[src/rcl_pkg.sv]
// Shared types and constants for the RIFF chunk locator.
package rcl_pkg;

    localparam logic [31:0] RIFF_ID = 32'h5249_4646;

    typedef enum logic [1:0] {
        PH_ID     = 2'd0,
        PH_SIZE   = 2'd1,
        PH_FORMAT = 2'd2,
        PH_SKIP   = 2'd3
    } phase_t;

    typedef enum logic [1:0] {
        ST_FOUND     = 2'd0,
        ST_NOT_FOUND = 2'd1,
        ST_TRUNCATED = 2'd2,
        ST_MALFORMED = 2'd3
    } status_t;

    typedef struct packed {
        logic [30:0] size;
        logic [31:0] offset;
        status_t     status;
    } result_t;

endpackage

[src/riff_chunk_locator_core.sv]
// Top level of the RIFF chunk locator: input stage, scanner and output buffer.
//
// The block takes a RIFF file one byte per item on the s_ channel, with s_tlast
// on the final byte, and searches for the first chunk whose four-character id
// equals the search id written through cfg_wr_en / cfg_wr_data (first character
// in bits 31..24; it resets to 'RIFF'). RIFF chunks that do not match are
// descended into, up to MAX_DEPTH nested regions; other chunks are skipped.
// Each file yields exactly one result item on the m_ channel: found with the
// data offset and size, not found, truncated header at top level, or malformed
// size. The result appears on the byte that completes the deciding header, or
// on the last byte; bytes after a decision are consumed until s_tlast.
// Throughput is one byte per cycle while s_tready is high: every byte is settled
// by one pass of the scanner logic between the input register and the output
// register. A result is valid on m_ once it reaches the output register.
// The output holds two result items (output register plus skid entry); only
// when both are full and a byte waits in the input register does s_tready drop.
// Reset (aresetn low at a clock edge) clears the scanner to the start of a file,
// empties both buffers and restores the search id.
module riff_chunk_locator_core import rcl_pkg::*; #(
    parameter int MAX_DEPTH = 4
) (
    input  logic        aclk,
    input  logic        aresetn,
    input  logic        cfg_wr_en,
    input  logic [31:0] cfg_wr_data,
    input  logic        s_tvalid,
    output logic        s_tready,
    input  logic [7:0]  s_tdata,     // [7:0] data_byte
    input  logic        s_tlast,     // last_byte
    output logic        m_tvalid,
    input  logic        m_tready,
    output logic [71:0] m_tdata      // [1:0] status, [33:2] chunk_offset,
                                     // [64:34] body_length, [71:65] zero
);

    logic [31:0] search_id_reg;

    logic        in_valid_reg, in_valid_next;
    logic [7:0]  in_byte_reg;
    logic        in_last_reg;

    logic        m_valid_reg, m_valid_next;
    result_t     m_res_reg, m_res_next;
    logic        skid_valid_reg, skid_valid_next;
    result_t     skid_res_reg, skid_res_next;

    logic        s_accept;
    logic        proc_go;
    logic        m_pop;
    logic        res_valid;
    result_t     res;

    // A byte moves into the scanner whenever the skid entry is free, so a result
    // it produces always has somewhere to go.
    assign proc_go  = in_valid_reg && !skid_valid_reg;
    assign s_tready = !in_valid_reg || !skid_valid_reg;
    assign s_accept = s_tvalid && s_tready;
    assign m_pop    = m_valid_reg && m_tready;

    always_ff @(posedge aclk) begin
        if (!aresetn) begin
            search_id_reg <= RIFF_ID;
        end else if (cfg_wr_en) begin
            search_id_reg <= cfg_wr_data;
        end
    end

    always_comb begin
        in_valid_next = in_valid_reg;
        if (s_accept) begin
            in_valid_next = 1'b1;
        end else if (proc_go) begin
            in_valid_next = 1'b0;
        end
    end

    always_ff @(posedge aclk) begin
        if (!aresetn) begin
            in_valid_reg <= 1'b0;
        end else begin
            in_valid_reg <= in_valid_next;
        end
    end

    always_ff @(posedge aclk) begin
        if (s_accept) begin
            in_byte_reg <= s_tdata;
            in_last_reg <= s_tlast;
        end
    end

    rcl_scanner #(
        .MAX_DEPTH (MAX_DEPTH)
    ) u_scanner (
        .aclk      (aclk),
        .aresetn   (aresetn),
        .step_en   (proc_go),
        .step_byte (in_byte_reg),
        .step_last (in_last_reg),
        .search_id (search_id_reg),
        .res_valid (res_valid),
        .res       (res)
    );

    // Two-entry output: a new result lands in the output register when it is
    // free or draining, otherwise in the skid entry.
    always_comb begin
        m_valid_next    = m_valid_reg;
        m_res_next      = m_res_reg;
        skid_valid_next = skid_valid_reg;
        skid_res_next   = skid_res_reg;
        if (m_pop) begin
            m_valid_next    = skid_valid_reg;
            m_res_next      = skid_res_reg;
            skid_valid_next = 1'b0;
        end
        if (res_valid) begin
            if (!m_valid_reg || m_pop) begin
                m_valid_next = 1'b1;
                m_res_next   = res;
            end else begin
                skid_valid_next = 1'b1;
                skid_res_next   = res;
            end
        end
    end

    always_ff @(posedge aclk) begin
        if (!aresetn) begin
            m_valid_reg    <= 1'b0;
            skid_valid_reg <= 1'b0;
        end else begin
            m_valid_reg    <= m_valid_next;
            skid_valid_reg <= skid_valid_next;
        end
    end

    always_ff @(posedge aclk) begin
        m_res_reg    <= m_res_next;
        skid_res_reg <= skid_res_next;
    end

    assign m_tvalid = m_valid_reg;
    assign m_tdata  = {7'd0, m_res_reg.size, m_res_reg.offset, m_res_reg.status};

    // The skid entry is only ever filled behind a waiting output item.
    a_skid_behind_out: assert property (@(posedge aclk) disable iff (!aresetn)
        skid_valid_reg |-> m_valid_reg)
        else $error("skid entry holds a result while the output register is empty");

    // A byte held in the input stage is not lost while the buffers are full.
    a_in_hold: assert property (@(posedge aclk) disable iff (!aresetn)
        (in_valid_reg && skid_valid_reg) |=> (in_valid_reg && $stable(in_byte_reg)
                                              && $stable(in_last_reg)))
        else $error("stalled input byte was dropped or changed");

    // Only a found chunk carries an offset and size.
    a_zero_fields: assert property (@(posedge aclk) disable iff (!aresetn)
        (m_valid_reg && m_res_reg.status != ST_FOUND) |->
            (m_res_reg.offset == 32'd0 && m_res_reg.size == 31'd0))
        else $error("non-found result carries offset or size");

    // The scanner never produces a result while the skid entry is occupied.
    a_no_overflow: assert property (@(posedge aclk) disable iff (!aresetn)
        res_valid |-> !skid_valid_reg)
        else $error("result produced with no free output entry");

endmodule

[src/rcl_scanner.sv]
// Chunk header scanner: per-byte state update, region stack and result decision.
module rcl_scanner import rcl_pkg::*; #(
    parameter int MAX_DEPTH = 4
) (
    input  logic        aclk,
    input  logic        aresetn,
    input  logic        step_en,
    input  logic [7:0]  step_byte,
    input  logic        step_last,
    input  logic [31:0] search_id,
    output logic        res_valid,
    output result_t     res
);

    localparam int DEPTH_W = $clog2(MAX_DEPTH + 1);

    phase_t               phase_reg, phase_next;
    logic [1:0]           fbc_reg, fbc_next;
    logic [31:0]          id_reg, id_next;
    logic [31:0]          size_reg, size_next;
    logic [31:0]          body_reg, body_next;
    logic [31:0]          skip_reg, skip_next;
    logic [31:0]          npos_reg, npos_next;
    logic [DEPTH_W-1:0]   depth_reg, depth_next;
    logic                 done_reg, done_next;
    logic [31:0]          stack_reg [MAX_DEPTH];

    logic                 push_en;
    logic [31:0]          push_val;

    always_comb begin
        logic [31:0]        size_new;
        logic [31:0]        lim;
        logic [32:0]        end_sum;
        logic [31:0]        entry;
        logic [DEPTH_W-1:0] nd;
        logic               emit;
        logic               clear;
        logic               cut;

        phase_next = phase_reg;
        fbc_next   = fbc_reg;
        id_next    = id_reg;
        size_next  = size_reg;
        body_next  = body_reg;
        skip_next  = skip_reg;
        npos_next  = npos_reg;
        depth_next = depth_reg;
        done_next  = done_reg;
        push_en    = 1'b0;
        push_val   = npos_reg;
        res_valid  = 1'b0;
        res        = '{size: '0, offset: '0, status: ST_NOT_FOUND};
        emit       = 1'b0;
        clear      = 1'b0;
        cut        = 1'b0;
        nd         = '0;
        entry      = '0;
        size_new   = {step_byte, size_reg[31:8]};

        // Limit for a new region: end of the enclosing one, or the top of the space.
        lim = 32'hFFFF_FFFF;
        for (int i = 0; i < MAX_DEPTH; i++) begin
            if (DEPTH_W'(i + 1) == depth_reg) lim = stack_reg[i];
        end
        end_sum = {1'b0, npos_reg} + {1'b0, body_reg};

        if (step_en) begin
            if (done_reg) begin
                clear = step_last;
            end else begin
                npos_next = npos_reg + 32'd1;
                unique case (phase_reg)
                    PH_ID: begin
                        id_next = {id_reg[23:0], step_byte};
                        fbc_next = fbc_reg + 2'd1;
                        if (fbc_reg == 2'd3) phase_next = PH_SIZE;
                    end
                    PH_SIZE: begin
                        size_next = size_new;
                        body_next = (size_new >= 32'd4) ? size_new - 32'd4 : 32'd0;
                        fbc_next  = fbc_reg + 2'd1;
                        if (fbc_reg == 2'd3) begin
                            if (size_new[31]) begin
                                emit = 1'b1;
                                res.status = ST_MALFORMED;
                            end else if (id_reg == search_id) begin
                                emit = 1'b1;
                                res  = '{size: size_new[30:0], offset: npos_reg,
                                         status: ST_FOUND};
                            end else if (id_reg == RIFF_ID) begin
                                phase_next = PH_FORMAT;
                            end else if (size_new != 32'd0) begin
                                skip_next  = size_new;
                                phase_next = PH_SKIP;
                            end else begin
                                phase_next = PH_ID;
                            end
                        end
                    end
                    PH_FORMAT: begin
                        fbc_next = fbc_reg + 2'd1;
                        if (fbc_reg == 2'd3) begin
                            if (depth_reg < DEPTH_W'(MAX_DEPTH)) begin
                                push_en    = 1'b1;
                                push_val   = (end_sum > {1'b0, lim}) ? lim : end_sum[31:0];
                                depth_next = depth_reg + DEPTH_W'(1);
                                phase_next = PH_ID;
                            end else if (body_reg != 32'd0) begin
                                skip_next  = body_reg;
                                phase_next = PH_SKIP;
                            end else begin
                                phase_next = PH_ID;
                            end
                        end
                    end
                    PH_SKIP: begin
                        if (skip_reg != 32'd0) skip_next = skip_reg - 32'd1;
                        if (skip_reg <= 32'd1) phase_next = PH_ID;
                    end
                    default: phase_next = PH_ID;
                endcase

                // Close every region that ends on this byte; ends only shrink inward,
                // so the matching entries form the top of the stack.
                if (!emit) begin
                    for (int i = 0; i < MAX_DEPTH; i++) begin
                        entry = (push_en && DEPTH_W'(i) == depth_reg) ? push_val
                                                                      : stack_reg[i];
                        if (DEPTH_W'(i) < depth_next && entry != npos_reg) begin
                            nd = DEPTH_W'(i + 1);
                        end
                    end
                    if (nd != depth_next) begin
                        depth_next = nd;
                        phase_next = PH_ID;
                        fbc_next   = 2'd0;
                        skip_next  = 32'd0;
                    end
                end

                if (step_last) begin
                    if (!emit) begin
                        cut = (depth_next == '0) &&
                              (phase_next == PH_SIZE || phase_next == PH_FORMAT ||
                               (phase_next == PH_ID && fbc_next != 2'd0));
                        emit = 1'b1;
                        res.status = cut ? ST_TRUNCATED : ST_NOT_FOUND;
                    end
                    clear = 1'b1;
                end else if (emit) begin
                    done_next = 1'b1;
                end
            end
        end

        res_valid = emit;

        if (clear) begin
            phase_next = PH_ID;
            fbc_next   = 2'd0;
            id_next    = '0;
            size_next  = '0;
            body_next  = '0;
            skip_next  = '0;
            npos_next  = 32'd1;
            depth_next = '0;
            done_next  = 1'b0;
        end
    end

    always_ff @(posedge aclk) begin
        if (!aresetn) begin
            phase_reg <= PH_ID;
            fbc_reg   <= 2'd0;
            id_reg    <= '0;
            size_reg  <= '0;
            body_reg  <= '0;
            skip_reg  <= '0;
            npos_reg  <= 32'd1;
            depth_reg <= '0;
            done_reg  <= 1'b0;
        end else begin
            phase_reg <= phase_next;
            fbc_reg   <= fbc_next;
            id_reg    <= id_next;
            size_reg  <= size_next;
            body_reg  <= body_next;
            skip_reg  <= skip_next;
            npos_reg  <= npos_next;
            depth_reg <= depth_next;
            done_reg  <= done_next;
        end
    end

    // Region ends are only read below the current depth, so they need no reset.
    always_ff @(posedge aclk) begin
        for (int i = 0; i < MAX_DEPTH; i++) begin
            if (push_en && DEPTH_W'(i) == depth_reg) stack_reg[i] <= push_val;
        end
    end

endmodule
[config.mk]
export PLATFORM = sky130hd
export DESIGN_NAME = riff_chunk_locator_core
export DESIGN_NICKNAME = d
export VERILOG_FILES = /design/src/rcl_pkg.sv /design/src/riff_chunk_locator_core.sv /design/src/rcl_scanner.sv
export SDC_FILE = /design/constraint.sdc
export NUM_CORES = 1
export LEC_CHECK = 0
export BUFFER_PORTS_ARGS = -buffer_cell sky130_fd_sc_hd__buf_2
export CAP_MARGIN = 20
export CELL_PAD_IN_SITES_DETAIL_PLACEMENT = 1
export CELL_PAD_IN_SITES_GLOBAL_PLACEMENT = 2
export CORE_UTILIZATION = 42
export CTS_CLUSTER_DIAMETER = 30
export DETAILED_ROUTE_END_ITERATION = 6
export PLACE_DENSITY_LB_ADDON = 0.1
export SLEW_MARGIN = 20
export SYNTH_ARGS = -nofsm -noshare
export SYNTH_HDL_FRONTEND = slang
export SYNTH_HIERARCHICAL = 1
export SYNTH_SLANG_ARGS = --single-unit
[constraint.sdc]
create_clock -name aclk -period 20.9 [get_ports aclk]
set_input_delay 5.225 -clock aclk [delete_from_list [all_inputs] [get_ports aclk]]
set_output_delay 5.225 -clock aclk [all_outputs]
set_load 0.01 [all_outputs]
==> summary.txt <==
PnR worst setup slack: 10040 ps
Antenna violations before repair: 3
Drt wl/cell: 31.7 um
Max Slew Vio Count: 0
HP Class: flop to flop
H-tree lvl count: 3
WL final: 141000 um
Worst EP arrival: 11400 ps
Crit Path Max Fanout: 41
Seq/Total Area, Yosys: 0.387
Most frequent cells in the layout: 387 x nand2_1, 305 x a21oi_1, 257 x dfxtp_1, 211 x nor2_1, 202 x edfxtp_1
Via count: 28900
Clk Latency, worst-skew pair: 700 ps
Max Clock Freq: 92.1 MHz
Synth warn: 6
Antenna Cells: 0
CP endpoint kind: flop
Setup TNS: 0 ps
Routed Antenna Nets: 0
Fillers: 7806
Final nets: 3556
Share of cells above drive strength 1: 0.142
Seq cells post-synth: 462
Mapped Area: 29100 um2
Cell area power density: 87.1 nW/um2
Worst setup SP type: flop
CTS root buf: clkbuf_16
CP Data Required Time: 21440 ps
Largest net degree at the start of global routing: 85
Minimum clock period: 10860 ps
Rel. slew slack: 0.282
Die X: 265 um
VDD IR max: 0.0000788 V
Core Rows: 96
Clock Pin Slew Worst Setup and Hold Paths: 50 ps
Die Height: 265 um
Design Area, Final: 34600 um2
Worst-margin pin slew: 1080 ps
Syn_area_per_cell: 8.64 um2
Post-DP HPWL: 101000 um
Port-buffer cells: 112
CTS tree: yes
EDFF count, synth: 202
GRT Util Overall: 0.393
Clk sink count: 462
Highest cell delay on the worst timing path: 900 ps
Maximum clock path buffer count: 3
WS Path Type: flop to flop
Area of the die: 70300 um2
Routability cong.: 1.04
Unrepaired setup endpoints after global routing: false
Gr ovfl total: 0
Finished Layout Cells: 4462
Final period utilization: 0.520
Skew final: 67.1 ps
Async SR Flop Fraction: 0
Core footprint: 68600 um2
Fin. Hold Viols: 0
Final setup fails: 0
Yosys top cell area share: 0.209
Number of global-route vias before repair: 29500
Vias per cell: 6.48
Initial core utilization: 0.424
Post-route DRC: 0
CTS resizes: 0
Placed Cells incl. Taps: 4252
Area grow syn2layout: 18.8%
Slowest-stage cell, CP: dfxtp_1
Dominant synthesized flop cell: dfxtp_1
Number of buffers created by CTS: 110
Hold buffer count at cts: 0
I/O pin total: 120
Max-cap violations: 0
Synth area leader: edfxtp_1
Yosys cell types: 92
Max reg flops: 128
First-pass GRT wire length: 204000 um
Outcome: complete, no violations
Post-Synthesis Cells: 3368
Setup Fix Bufs, Post-CTS: 0
Most common cell after layout, fill and taps aside: nand2_1
FF-to-FF setup slack: 10040 ps
Placement-stage cell area: 30600 um2
1st-pass router iterations: 6
Synth area leaders: edfxtp_1 21%, dfxtp_1 18%, a21oi_1 5.3%
Pre-CTS setup slack: 10300 ps
Leak: 13.6 nW
1st-iter DRT viols: 2612
power by group:
part	switching [mW]	total [mW]	internal [mW]
clock network	0.595	1.79	1.19
registers	0.0344	1.01	0.971
logic	0.132	0.216	0.0837
final timing paths:
kind,endpoint,depth (start not counted),from
min,u_scanner/id_reg[31],2,u_scanner/id_reg[31]
max reg2reg,m_tdata[0],32,u_scanner/npos_reg[16]
max,m_tdata[0],32,u_scanner/npos_reg[16]
min reg2reg,u_scanner/id_reg[31],2,u_scanner/id_reg[31]
synth_stat cells, types with 8 or more instances:
master,n
and2_1,64
inv_1,60
xnor2_1,146
a21oi_1,306
mux2_2,32
nand3b_1,9
buf_6,8
or4_1,14
dfxtp_1,260
buf_4,9
o21ai_0,149
a31oi_1,19
and3_1,16
nor2_1,218
mux2_1,39
mux2i_1,62
nor2b_1,38
nand3_1,76
o31ai_1,11
o2bb2ai_1,13
nand2b_1,27
clkbuf_1,178
edfxtp_1,202
o221a_2,10
or2_2,9
xor2_1,121
o21a_1,10
nor3_1,79
o211ai_1,23
a2111oi_0,11
ha_1,76
nand2_1,390
a22oi_1,59
buf_2,37
a211oi_1,21
or3_1,21
nor4_1,78
nand4_1,57
o22ai_1,175
buf_1,36
nor4b_1,8
o221ai_1,24
a21o_1,24
a221oi_1,9
worst max-delay path: cells and delay by family, from the launching register on:
| family | cells | cell delay (ps) |
|---|---|---|
| multiplexers | 1 | 320 |
| buffers and inverters | 3 | 940 |
| adder cells (fa/ha/maj) | 3 | 1000 |
| AND/OR/NAND/NOR | 5 | 1470 |
| flip-flops | 1 | 900 |
| AO/OA/AOI/OAI | 20 | 6080 |
per-layer routing:
layer	vias up	global-route usage	part of all wire
li1	12600	-	-
met1	14600	0.470	0.39
met2	1267	0.649	0.47
met3	387	0.0620	0.062
met5	-	0	0.00019
met4	4	0.270	0.074
stage by stage:
step / power [mW] / util / hold WS, ps
floorplan: 1.14 / - / 451
global placement: 1.22 / 0.445 / 468
detailed placement: 1.23 / 0.447 / 481
CTS: 3.02 / 0.504 / 487
global route: 3.08 / 0.504 / 520
finish: 3.01 / 0.504 / 490
cell type report:
type	count	area [um2]	share of cell area
clock inverters	72	932	0.0270
flip-flops and latches	462	11300	0.326
multi-input cells	2577	16600	0.479
repair buffers	217	1400	0.0404
clock buffers	138	2990	0.0865
well taps	931	1160	0.0337
inverters	65	244	0.00706
kinds of logic (layout without fill, tap and decap cells):
group,count (synthesis),count (layout),synth area share
flops,462,462,0.387
fa+ha+maj,77,77,0.0334
compound gates,958,958,0.210
xor+xnor,271,271,0.0835
other cells,1,7,0.000129
mux,133,133,0.0488
buf+inv,335,492,0.0483
simple gates,1131,1131,0.189
(Power assumes the default switching activity.)
